File: src/design/dctt_pkg.sv
// Shared types and constants for the debounced cue trigger timer.
`timescale 1ns / 1ps
`default_nettype none

package dctt_pkg;

    localparam int CHANNELS = 4;
    localparam int CH_W     = (CHANNELS > 1) ? $clog2(CHANNELS) : 1;
    localparam int DB_W     = 16;
    localparam int TM_W     = 24;

    // Request classes handed from the front to the back
    localparam logic [1:0] KIND_TICK = 2'd0;
    localparam logic [1:0] KIND_TRIG = 2'd1;
    localparam logic [1:0] KIND_NOP  = 2'd2;

    localparam logic CMD_TICK = 1'b0;
    localparam logic CMD_TRIG = 1'b1;

    // Register indexes (byte address / 4)
    localparam logic [1:0] REG_DEBOUNCE = 2'd0;
    localparam logic [1:0] REG_ACTIVE   = 2'd1;
    localparam logic [1:0] REG_LEVEL    = 2'd2;
    localparam logic [1:0] REG_ENABLE   = 2'd3;

    typedef struct packed {
        logic [1:0]          kind;
        logic [CHANNELS-1:0] buttons;
        logic [CH_W-1:0]     index;
    } item_t;

    typedef struct packed {
        logic [DB_W-1:0]     debounce_ticks;
        logic [TM_W-1:0]     active_ticks;
        logic                active_level;
        logic [CHANNELS-1:0] enable;
    } cfg_t;

endpackage

`default_nettype wire

File: src/design/dctt_front.sv
// Front end: accepts requests, classifies them and queues them for the back end.
`timescale 1ns / 1ps
`default_nettype none

module dctt_front (
    input  wire logic             clk,
    input  wire logic             rst_n,
    input  wire logic             cmd_valid,
    output logic                  cmd_ready,
    input  wire logic             command,
    input  wire logic [7:0]       buttons,
    input  wire logic [2:0]       trigger_index,
    output logic                  q_valid,
    input  wire logic             q_ready,
    output dctt_pkg::item_t       q_item
);
    import dctt_pkg::*;

    item_t       fifo_reg [2];
    logic        wr_ptr_reg;
    logic        wr_ptr_next;
    logic        rd_ptr_reg;
    logic        rd_ptr_next;
    logic [1:0]  count_reg;
    logic [1:0]  count_next;
    logic        push;
    logic        pop;
    item_t       item_in;

    assign cmd_ready = (count_reg != 2'd2);
    assign push      = cmd_valid && cmd_ready;
    assign q_valid   = (count_reg != 2'd0);
    assign pop       = q_valid && q_ready;
    assign q_item    = fifo_reg[rd_ptr_reg];

    always_comb
    begin
        item_in.buttons = buttons[CHANNELS-1:0];
        item_in.index   = trigger_index[CH_W-1:0];
        if (command == CMD_TRIG)
        begin
            // drop triggers for channels that do not exist
            if ({1'b0, trigger_index} < 4'(CHANNELS))
                item_in.kind = KIND_TRIG;
            else
                item_in.kind = KIND_NOP;
        end
        else
        begin
            item_in.kind = KIND_TICK;
        end
    end

    always_comb
    begin
        wr_ptr_next = push ? ~wr_ptr_reg : wr_ptr_reg;
        rd_ptr_next = pop ? ~rd_ptr_reg : rd_ptr_reg;
        count_next  = count_reg + 2'(push) - 2'(pop);
    end

    always_ff @(posedge clk)
    begin
        if (push)
            fifo_reg[wr_ptr_reg] <= item_in;
    end

    always_ff @(posedge clk or negedge rst_n)
    begin
        if (!rst_n)
        begin
            wr_ptr_reg <= 1'b0;
            rd_ptr_reg <= 1'b0;
            count_reg  <= 2'd0;
        end
        else
        begin
            wr_ptr_reg <= wr_ptr_next;
            rd_ptr_reg <= rd_ptr_next;
            count_reg  <= count_next;
        end
    end

endmodule

`default_nettype wire

File: src/design/dctt_back.sv
// Back end: walks the channels for each queued tick request and serializes the cue events.
`timescale 1ns / 1ps
`default_nettype none

module dctt_back (
    input  wire logic             clk,
    input  wire logic             rst_n,
    input  wire dctt_pkg::cfg_t   cfg,
    input  wire logic             q_valid,
    output logic                  q_ready,
    input  wire dctt_pkg::item_t  q_item,
    output logic                  evt_valid,
    input  wire logic             evt_ready,
    output logic [2:0]            event_channel,
    output logic                  event_active,
    output logic [7:0]            active_mask,
    output logic                  last
);
    import dctt_pkg::*;

    localparam logic [1:0] ST_IDLE  = 2'd0;
    localparam logic [1:0] ST_EXP   = 2'd1;
    localparam logic [1:0] ST_DEB   = 2'd2;
    localparam logic [1:0] ST_FLUSH = 2'd3;

    logic [1:0]          state_reg, state_next;
    logic [CH_W-1:0]     ch_reg, ch_next;
    logic [CHANNELS-1:0] buttons_reg, buttons_next;
    logic                primed_reg, primed_next;
    logic [CHANNELS-1:0] last_level_reg, last_level_next;
    logic [CHANNELS-1:0] stable_level_reg, stable_level_next;
    logic [DB_W-1:0]     debounce_count_reg [CHANNELS];
    logic [DB_W-1:0]     debounce_count_next [CHANNELS];
    logic [CHANNELS-1:0] cue_active_reg, cue_active_next;
    logic [TM_W-1:0]     cue_elapsed_reg [CHANNELS];
    logic [TM_W-1:0]     cue_elapsed_next [CHANNELS];

    logic                pend_valid_reg, pend_valid_next;
    logic [CH_W-1:0]     pend_ch_reg, pend_ch_next;
    logic                pend_act_reg, pend_act_next;
    logic [CHANNELS-1:0] pend_mask_reg, pend_mask_next;

    logic                out_valid_reg, out_valid_next;
    logic [CH_W-1:0]     out_ch_reg, out_ch_next;
    logic                out_act_reg, out_act_next;
    logic [CHANNELS-1:0] out_mask_reg, out_mask_next;
    logic                out_last_reg, out_last_next;

    logic                out_free;
    logic                stall;
    logic                evt_fire;
    logic [CH_W-1:0]     evt_ch;
    logic                evt_act;
    logic                out_load;
    logic                out_load_last;
    logic [TM_W-1:0]     el_cur, el_inc;
    logic [DB_W-1:0]     db_cur, db_inc, db_new;
    logic                lv;
    logic                expire;
    logic                level_moved;
    logic                take_stable;
    logic                cue_hit;

    assign evt_valid     = out_valid_reg;
    assign event_channel = 3'(out_ch_reg);
    assign event_active  = out_act_reg;
    assign active_mask   = 8'(out_mask_reg);
    assign last          = out_last_reg;

    assign out_free = !out_valid_reg || evt_ready;
    assign stall    = pend_valid_reg && !out_free;

    // Per-channel datapath for the channel under work
    always_comb
    begin
        el_cur      = cue_elapsed_reg[ch_reg];
        el_inc      = (el_cur == '1) ? el_cur : el_cur + TM_W'(1);
        expire      = cue_active_reg[ch_reg] && (el_inc >= cfg.active_ticks);
        db_cur      = debounce_count_reg[ch_reg];
        db_inc      = (db_cur == '1) ? db_cur : db_cur + DB_W'(1);
        lv          = buttons_reg[ch_reg];
        level_moved = (lv != last_level_reg[ch_reg]);
        db_new      = level_moved ? '0 : db_inc;
        take_stable = cfg.enable[ch_reg] && (db_new >= cfg.debounce_ticks)
                      && (lv != stable_level_reg[ch_reg]);
        cue_hit     = take_stable && (lv == cfg.active_level);
    end

    always_comb
    begin
        state_next        = state_reg;
        ch_next           = ch_reg;
        buttons_next      = buttons_reg;
        primed_next       = primed_reg;
        last_level_next   = last_level_reg;
        stable_level_next = stable_level_reg;
        debounce_count_next = debounce_count_reg;
        cue_active_next   = cue_active_reg;
        cue_elapsed_next  = cue_elapsed_reg;
        pend_valid_next   = pend_valid_reg;
        pend_ch_next      = pend_ch_reg;
        pend_act_next     = pend_act_reg;
        pend_mask_next    = pend_mask_reg;
        out_valid_next    = out_valid_reg;
        out_ch_next       = out_ch_reg;
        out_act_next      = out_act_reg;
        out_mask_next     = out_mask_reg;
        out_last_next     = out_last_reg;
        q_ready           = 1'b0;
        evt_fire          = 1'b0;
        evt_ch            = ch_reg;
        evt_act           = 1'b0;
        out_load          = 1'b0;
        out_load_last     = 1'b0;

        if (out_valid_reg && evt_ready)
            out_valid_next = 1'b0;

        case (state_reg)
            ST_IDLE:
            begin
                q_ready = 1'b1;
                if (q_valid)
                begin
                    case (q_item.kind)
                        KIND_TRIG:
                        begin
                            cue_active_next[q_item.index]  = 1'b1;
                            cue_elapsed_next[q_item.index] = '0;
                            evt_fire   = 1'b1;
                            evt_ch     = q_item.index;
                            evt_act    = 1'b1;
                            state_next = ST_FLUSH;
                        end
                        KIND_TICK:
                        begin
                            if (!primed_reg)
                            begin
                                // first tick: load levels only
                                last_level_next   = q_item.buttons;
                                stable_level_next = q_item.buttons;
                                for (int i = 0; i < CHANNELS; i++)
                                    debounce_count_next[i] = '0;
                                primed_next = 1'b1;
                            end
                            else
                            begin
                                buttons_next = q_item.buttons;
                                ch_next      = '0;
                                state_next   = ST_EXP;
                            end
                        end
                        default:
                        begin
                        end
                    endcase
                end
            end
            ST_EXP:
            begin
                if (!(expire && stall))
                begin
                    cue_elapsed_next[ch_reg] = el_inc;
                    if (expire)
                    begin
                        cue_active_next[ch_reg] = 1'b0;
                        evt_fire = 1'b1;
                        evt_act  = 1'b0;
                    end
                    state_next = ST_DEB;
                end
            end
            ST_DEB:
            begin
                if (!(cue_hit && stall))
                begin
                    if (cfg.enable[ch_reg])
                    begin
                        last_level_next[ch_reg]     = lv;
                        debounce_count_next[ch_reg] = db_new;
                    end
                    else
                    begin
                        debounce_count_next[ch_reg] = db_inc;
                    end
                    if (take_stable)
                        stable_level_next[ch_reg] = lv;
                    if (cue_hit)
                    begin
                        cue_active_next[ch_reg]  = 1'b1;
                        cue_elapsed_next[ch_reg] = '0;
                        evt_fire = 1'b1;
                        evt_act  = 1'b1;
                    end
                    if (ch_reg == CH_W'(CHANNELS - 1))
                    begin
                        state_next = ST_FLUSH;
                    end
                    else
                    begin
                        ch_next    = ch_reg + CH_W'(1);
                        state_next = ST_EXP;
                    end
                end
            end
            ST_FLUSH:
            begin
                // release the held event as the final one of this request
                if (!pend_valid_reg)
                begin
                    state_next = ST_IDLE;
                end
                else if (out_free)
                begin
                    out_load        = 1'b1;
                    out_load_last   = 1'b1;
                    pend_valid_next = 1'b0;
                    state_next      = ST_IDLE;
                end
            end
            default:
            begin
                state_next = ST_IDLE;
            end
        endcase

        // Hold each new event back in the pending register so the final one can be marked
        if (evt_fire)
        begin
            if (pend_valid_reg)
                out_load = 1'b1;
            pend_valid_next = 1'b1;
            pend_ch_next    = evt_ch;
            pend_act_next   = evt_act;
            pend_mask_next  = cue_active_next;
        end

        if (out_load)
        begin
            out_valid_next = 1'b1;
            out_ch_next    = pend_ch_reg;
            out_act_next   = pend_act_reg;
            out_mask_next  = pend_mask_reg;
            out_last_next  = out_load_last;
        end
    end

    always_ff @(posedge clk)
    begin
        buttons_reg   <= buttons_next;
        pend_ch_reg   <= pend_ch_next;
        pend_act_reg  <= pend_act_next;
        pend_mask_reg <= pend_mask_next;
        out_ch_reg    <= out_ch_next;
        out_act_reg   <= out_act_next;
        out_mask_reg  <= out_mask_next;
        out_last_reg  <= out_last_next;
    end

    always_ff @(posedge clk or negedge rst_n)
    begin
        if (!rst_n)
        begin
            state_reg        <= ST_IDLE;
            ch_reg           <= '0;
            primed_reg       <= 1'b0;
            last_level_reg   <= '0;
            stable_level_reg <= '0;
            cue_active_reg   <= '0;
            pend_valid_reg   <= 1'b0;
            out_valid_reg    <= 1'b0;
            for (int i = 0; i < CHANNELS; i++)
            begin
                debounce_count_reg[i] <= '0;
                cue_elapsed_reg[i]    <= '0;
            end
        end
        else
        begin
            state_reg          <= state_next;
            ch_reg             <= ch_next;
            primed_reg         <= primed_next;
            last_level_reg     <= last_level_next;
            stable_level_reg   <= stable_level_next;
            cue_active_reg     <= cue_active_next;
            pend_valid_reg     <= pend_valid_next;
            out_valid_reg      <= out_valid_next;
            debounce_count_reg <= debounce_count_next;
            cue_elapsed_reg    <= cue_elapsed_next;
        end
    end

endmodule

`default_nettype wire

File: src/design/debounced_cue_trigger_timer_core.sv
// Top level of the debounced cue trigger timer: register port, front end and back end.
`timescale 1ns / 1ps
`default_nettype none

// Four button channels, each with a debouncer and a retriggerable one-shot cue
// timer. A tick request (command 0) samples all buttons and advances time one
// unit; a software trigger request (command 1) restarts one cue. Each cue set
// or clear comes out as one event, in channel order with an expiry ahead of a
// trigger on the same channel, and last marks the final event of a request.
// Requests enter a two-deep queue; the back end takes the next one only when it
// is idle and walks the channels in turn, each with an expiry step and then a
// debounce step, and it can wait on a full event register. Registers sit at
// byte addresses 0x0 debounce_ticks, 0x4 active_ticks, 0x8 active_level, 0xC
// button_enable.
module debounced_cue_trigger_timer_core (
    input  wire logic        clk,
    input  wire logic        rst_n,
    input  wire logic        psel,
    input  wire logic        penable,
    input  wire logic        pwrite,
    input  wire logic [3:0]  paddr,
    input  wire logic [31:0] pwdata,
    output logic [31:0]      prdata,
    output logic             pready,
    input  wire logic        cmd_valid,
    output logic             cmd_ready,
    input  wire logic        command,
    input  wire logic [7:0]  buttons,
    input  wire logic [2:0]  trigger_index,
    output logic             evt_valid,
    input  wire logic        evt_ready,
    output logic [2:0]       event_channel,
    output logic             event_active,
    output logic [7:0]       active_mask,
    output logic             last
);
    import dctt_pkg::*;

    logic [15:0] debounce_ticks_reg, debounce_ticks_next;
    logic [23:0] active_ticks_reg, active_ticks_next;
    logic        active_level_reg, active_level_next;
    logic [7:0]  button_enable_reg, button_enable_next;
    logic        wr_en;
    cfg_t        cfg;
    logic        q_valid;
    logic        q_ready;
    item_t       q_item;

    assign pready = 1'b1;
    assign wr_en  = psel && penable && pwrite;

    always_comb
    begin
        debounce_ticks_next = debounce_ticks_reg;
        active_ticks_next   = active_ticks_reg;
        active_level_next   = active_level_reg;
        button_enable_next  = button_enable_reg;
        if (wr_en)
        begin
            case (paddr[3:2])
                REG_DEBOUNCE: debounce_ticks_next = pwdata[15:0];
                REG_ACTIVE:   active_ticks_next   = pwdata[23:0];
                REG_LEVEL:    active_level_next   = pwdata[0];
                REG_ENABLE:   button_enable_next  = pwdata[7:0];
                default:      begin end
            endcase
        end
    end

    always_comb
    begin
        case (paddr[3:2])
            REG_DEBOUNCE: prdata = 32'(debounce_ticks_reg);
            REG_ACTIVE:   prdata = 32'(active_ticks_reg);
            REG_LEVEL:    prdata = 32'(active_level_reg);
            REG_ENABLE:   prdata = 32'(button_enable_reg);
            default:      prdata = '0;
        endcase
    end

    always_ff @(posedge clk or negedge rst_n)
    begin
        if (!rst_n)
        begin
            debounce_ticks_reg <= 16'd50;
            active_ticks_reg   <= 24'd3000;
            active_level_reg   <= 1'b0;
            button_enable_reg  <= 8'hFF;
        end
        else
        begin
            debounce_ticks_reg <= debounce_ticks_next;
            active_ticks_reg   <= active_ticks_next;
            active_level_reg   <= active_level_next;
            button_enable_reg  <= button_enable_next;
        end
    end

    always_comb
    begin
        cfg.debounce_ticks = debounce_ticks_reg;
        cfg.active_ticks   = active_ticks_reg;
        cfg.active_level   = active_level_reg;
        cfg.enable         = button_enable_reg[CHANNELS-1:0];
    end

    dctt_front u_front (
        .clk           (clk),
        .rst_n         (rst_n),
        .cmd_valid     (cmd_valid),
        .cmd_ready     (cmd_ready),
        .command       (command),
        .buttons       (buttons),
        .trigger_index (trigger_index),
        .q_valid       (q_valid),
        .q_ready       (q_ready),
        .q_item        (q_item)
    );

    dctt_back u_back (
        .clk           (clk),
        .rst_n         (rst_n),
        .cfg           (cfg),
        .q_valid       (q_valid),
        .q_ready       (q_ready),
        .q_item        (q_item),
        .evt_valid     (evt_valid),
        .evt_ready     (evt_ready),
        .event_channel (event_channel),
        .event_active  (event_active),
        .active_mask   (active_mask),
        .last          (last)
    );

endmodule

`default_nettype wire

File: config.mk
export PLATFORM = sky130hd
export DESIGN_NAME = debounced_cue_trigger_timer_core
export DESIGN_NICKNAME = d
export VERILOG_FILES = /design/src/design/dctt_pkg.sv /design/src/design/dctt_front.sv /design/src/design/dctt_back.sv /design/src/design/debounced_cue_trigger_timer_core.sv
export SDC_FILE = /design/constraint.sdc
export NUM_CORES = 1
export LEC_CHECK = 0
export ABC_AREA = 0
export CORE_AREA = 2 2 157 159
export CTS_CLUSTER_DIAMETER = 60
export DETAILED_ROUTE_END_ITERATION = 7
export DIE_AREA = 0 0 159 161
export DONT_BUFFER_PORTS = 1
export PLACE_DENSITY = 0.75
export SLEW_MARGIN = 30
export SYNTH_ARGS = -nofsm -noshare
export SYNTH_HDL_FRONTEND = slang
export SYNTH_HIERARCHICAL = 1
export SYNTH_SLANG_ARGS = --single-unit
export TNS_END_PERCENT = 1
File: constraint.sdc
create_clock -name clk -period 6.8 [get_ports clk]
set_clock_uncertainty 0.1 [all_clocks]
set_input_delay 1.36 -clock clk [delete_from_list [all_inputs] [get_ports clk]]
set_output_delay 1.36 -clock clk [all_outputs]
set_load 0.01 [all_outputs]
==> load_flow_metrics.sql <==
INSERT INTO impl_metrics (metric_group, metric, value, unit) VALUES
('run_status', 'outcome', 'complete, no violations', ''),
('critical_path', 'regToRegSetupSlack', '0.82', 'ns'),
('die', 'dieArea', '25600', 'sq um'),
('critical_path', 'worstSetupStartpoint', 'u_back/ch_reg[0]', ''),
('clock_network', 'cts_htree_levels', '1', ''),
('critical_path', 'reg2regPathDepth', '16', ''),
('synthesis', 'synth-seq-area-share', '0.486', ''),
('clock_network', 'clk_transition_reported_paths', '0.06', 'ns'),
('clock_network', 'cts_sinks', '267', ''),
('global_routing', 'grt_pass1_vias', '10000', ''),
('sta', 'slew_headroom', '0.410', ''),
('placed_design', 'dpl_cell_area', '14300', 'sq um'),
('critical_path', 'crit-reg2reg-launch', 'u_back/ch_reg[0]', ''),
('flow_run', 'max_cap_viol_count', '0', ''),
('sta', 'finalSetupViolCount', '0', ''),
('clock_network', 'cts_tree', 'done', ''),
('critical_path', 'timing.rr.end', 'u_back/stable_level_reg[1]', ''),
('global_routing', 'grt_pass1_wl', '54.3', 'mm'),
('critical_path', 'worst-endpoint-arrival', '6.36', 'ns'),
('clock_network', 'clkLatencyLatePin', '0.55', 'ns'),
('critical_path', 'crit_path_start_kind', 'flip-flop', ''),
('sta', 'hold_violations_final', '0', ''),
('die', 'core.rowCount', '57', ''),
('finish', 'final_design_area_no_fill', '15400', 'sq um'),
('synthesis', 'flip_flop_and_latch_count_after_synthesis', '267', ''),
('finish', 'largest_reg_flops', '96', ''),
('synthesis', 'synthCells', '1134', ''),
('critical_path', 'cp_common_cell', 'sky130_fd_sc_hd__buf_4', ''),
('global_routing', 'gr-total-overflow', '0', ''),
('synthesis', 'post_synth_most_frequent_cells', 'sky130_fd_sc_hd__dfrtp_1 (214), sky130_fd_sc_hd__a22o_1 (112), sky130_fd_sc_hd__mux2_2 (65)', ''),
('sta', 'setup_total_negative_slack', '0', 'ns'),
('synthesis', 'top_reg_cell_synth', 'sky130_fd_sc_hd__dfrtp_1', ''),
('detailed_routing', 'drtAntennaViolNets', '0', ''),
('synthesis', 'synth_top_cell_by_area', 'sky130_fd_sc_hd__dfrtp_1', ''),
('pwr', 'total_power', '5.79', 'mW'),
('critical_path', 'worstPathRequired', '7.18', 'ns'),
('clock_network', 'number_of_buffers_inserted_to_repair_setup_after_cts', '0', ''),
('sta', 'finalWorstSetupSlack', '0.816', 'ns'),
('sta', 'min_period', '5.98', 'ns'),
('finish', 'areaGrowthSynthToFinish', '8.77', '%'),
('die', 'die_width', '159', 'um'),
('die', 'pin_count', '103', ''),
('critical_path', 'worstSetupEndpointType', 'flip-flop', ''),
('synthesis', 'post_synth.cell_area_avg', '12.5', 'sq um'),
('die', 'initial_core_utilization', '0.590', ''),
('critical_path', 'crit_path_cell_trace', 'buf_4 -> mux4_1 -> and4_1 -> nand4_1 -> nand3_1 -> xor2_1 -> nor2_1 -> ha_1 -> nand2_1 -> o41ai_1 -> a211oi_1 -> buf_4 -> or3_1 -> buf_4 -> a21oi_4 -> o22a_1', ''),
('critical_path', 'critical-path-slowest-cell', 'sky130_fd_sc_hd__dfrtp_2', ''),
('detailed_routing', 'routedWlPerCell', '22.8', 'um'),
('synthesis', 'synthesis.area', '14100', 'sq um'),
('finish', 'num_antenna_cells', '0', ''),
('critical_path', 'worst_setup_path_endpoint', 'u_back/stable_level_reg[1]', ''),
('die', 'dieHeight', '161', 'um'),
('synthesis', 'synth.area.top_cells', 'sky130_fd_sc_hd__dfrtp_1 (38%), sky130_fd_sc_hd__edfxtp_1 (7.4%), sky130_fd_sc_hd__a22o_1 (6.9%)', ''),
('clock_network', 'holdBufCountCts', '0', ''),
('synthesis', 'synth_top_cell_area_share', '0.379', ''),
('detailed_routing', 'wirelength', '33.6', 'mm'),
('detailed_routing', 'routed-via-count', '9575', ''),
('critical_path', 'worst-path-max-fanout', '19', ''),
('die', 'core_region', '24000', 'sq um'),
('detailed_routing', 'viasPerCell', '6.50', ''),
('placed_design', 'pre_cts_slack', '0.919', 'ns'),
('synthesis', 'synth-warning-count', '6', ''),
('finish', 'nFillCells', '1784', ''),
('detailed_routing', 'drt-initial-drc-count', '810', ''),
('global_routing', 'largest_net_degree_at_the_start_of_global_routing', '233', ''),
('clock_network', 'ctsRootBufferMaster', 'sky130_fd_sc_hd__clkbuf_16', ''),
('clock_network', 'cts.repair.resized', '0', ''),
('synthesis', 'netlist-cell-type-count', '76', ''),
('synthesis', 'post-synth-top-count-cell', 'sky130_fd_sc_hd__dfrtp_1', ''),
('finish', 'design.final.nets', '1226', ''),
('pwr', 'p_leak', '6.84', 'nW');
==> metal layers <==
layer  share of wire  routed length, um  GRT usage
met1            0.39              13300      0.341
met2            0.50              17000      0.462
met3           0.070               2340     0.0449
met4           0.030               1010     0.0839
met5         0.00030                 10          0
==> per-stage QoR <==
| stage | hold slack, ns | instances | utilization |
|---|---|---|---|
| 6_report | 0.320 | 1472 | 0.642 |
| 5_1_grt | 0.330 | 1472 | 0.642 |
| 4_1_cts | 0.324 | 1472 | 0.642 |
| 3_5_place_dp | 0.308 | 1416 | 0.597 |
| 3_3_place_gp | 0.302 | 1416 | 0.597 |
| 2_1_floorplan | 0.300 | 1145 | - |
==> placed cells by master (no fill, tap or decap), types with 22 or more instances in the layout <==
cell type	synthesis	final
sky130_fd_sc_hd__dfrtp_1	214	212
sky130_fd_sc_hd__nand3_1	24	24
sky130_fd_sc_hd__a21oi_1	52	52
sky130_fd_sc_hd__clkbuf_16	0	31
sky130_fd_sc_hd__buf_4	19	24
sky130_fd_sc_hd__inv_1	46	46
sky130_fd_sc_hd__a22o_1	112	112
sky130_fd_sc_hd__o2bb2ai_1	48	48
sky130_fd_sc_hd__and2_1	22	22
sky130_fd_sc_hd__mux2_2	65	65
sky130_fd_sc_hd__mux4_1	32	32
sky130_fd_sc_hd__nor2_1	47	47
sky130_fd_sc_hd__o21ai_0	29	29
sky130_fd_sc_hd__mux2i_1	24	24
sky130_fd_sc_hd__ha_1	47	47
sky130_fd_sc_hd__nand2_1	47	47
sky130_fd_sc_hd__edfxtp_1	35	35
==> worst max-delay path, delay by kind of cell, from the launching register on <==
| family | cells | cell delay, ns |
|---|---|---|
| adders and majority gates | 1 | 0.31 |
| buffers and inverters | 3 | 0.77 |
| xor gates and xnor gates | 1 | 0.48 |
| muxes | 1 | 0.65 |
| DFF | 1 | 0.73 |
| AOI/OAI and AO/OA | 4 | 1.38 |
| and+or+nand+nor | 6 | 1.48 |
==> area by class of cell <==
type	count	area [sq um]	area share
clock buffers	42	857	0.0557
clock inverters	14	228	0.0148
inverters	47	176	0.0115
multi-input cells	753	6640	0.431
flip-flops and latches	267	6880	0.447
well taps	324	405	0.0263
repair buffers	25	200	0.0130
==> power by group <==
part           internal, mW  switching (mW)
registers              1.90           0.204
logic                 0.737            1.20
clock network          1.10           0.639
total                  3.74            2.04
==> worst min-delay path by stage <==
stage                                        from                      to  slack (ns)  depth (start not counted)
after floorplan               u_back/pend_act_reg     u_back/event_active        0.30                          0
after global placement    u_back/pend_mask_reg[0]  u_back/out_mask_reg[0]        0.30                          0
after detailed placement    u_back/pend_ch_reg[0]    u_back/out_ch_reg[0]        0.31                          0
after CTS                 u_back/pend_mask_reg[1]  u_back/out_mask_reg[1]        0.32                          0
after global routing      u_back/pend_mask_reg[1]  u_back/out_mask_reg[1]        0.33                          0
final                     u_back/pend_mask_reg[1]  u_back/out_mask_reg[1]        0.32                          0
==> logic make-up (layout without fill, tap and decap cells) <==
kind of cell | after synthesis | count (layout) | synth area share
AOI/OAI and AO/OA | 296 | 296 | 0.160
DFF | 267 | 267 | 0.486
and+or+nand+nor | 235 | 235 | 0.0941
muxes | 135 | 135 | 0.150
buffers and inverters | 125 | 128 | 0.0508
adders and majority gates | 47 | 47 | 0.0416
xor gates and xnor gates | 26 | 26 | 0.0161
other | 3 | 14 | 0.000796
(Power assumes the default switching activity.)
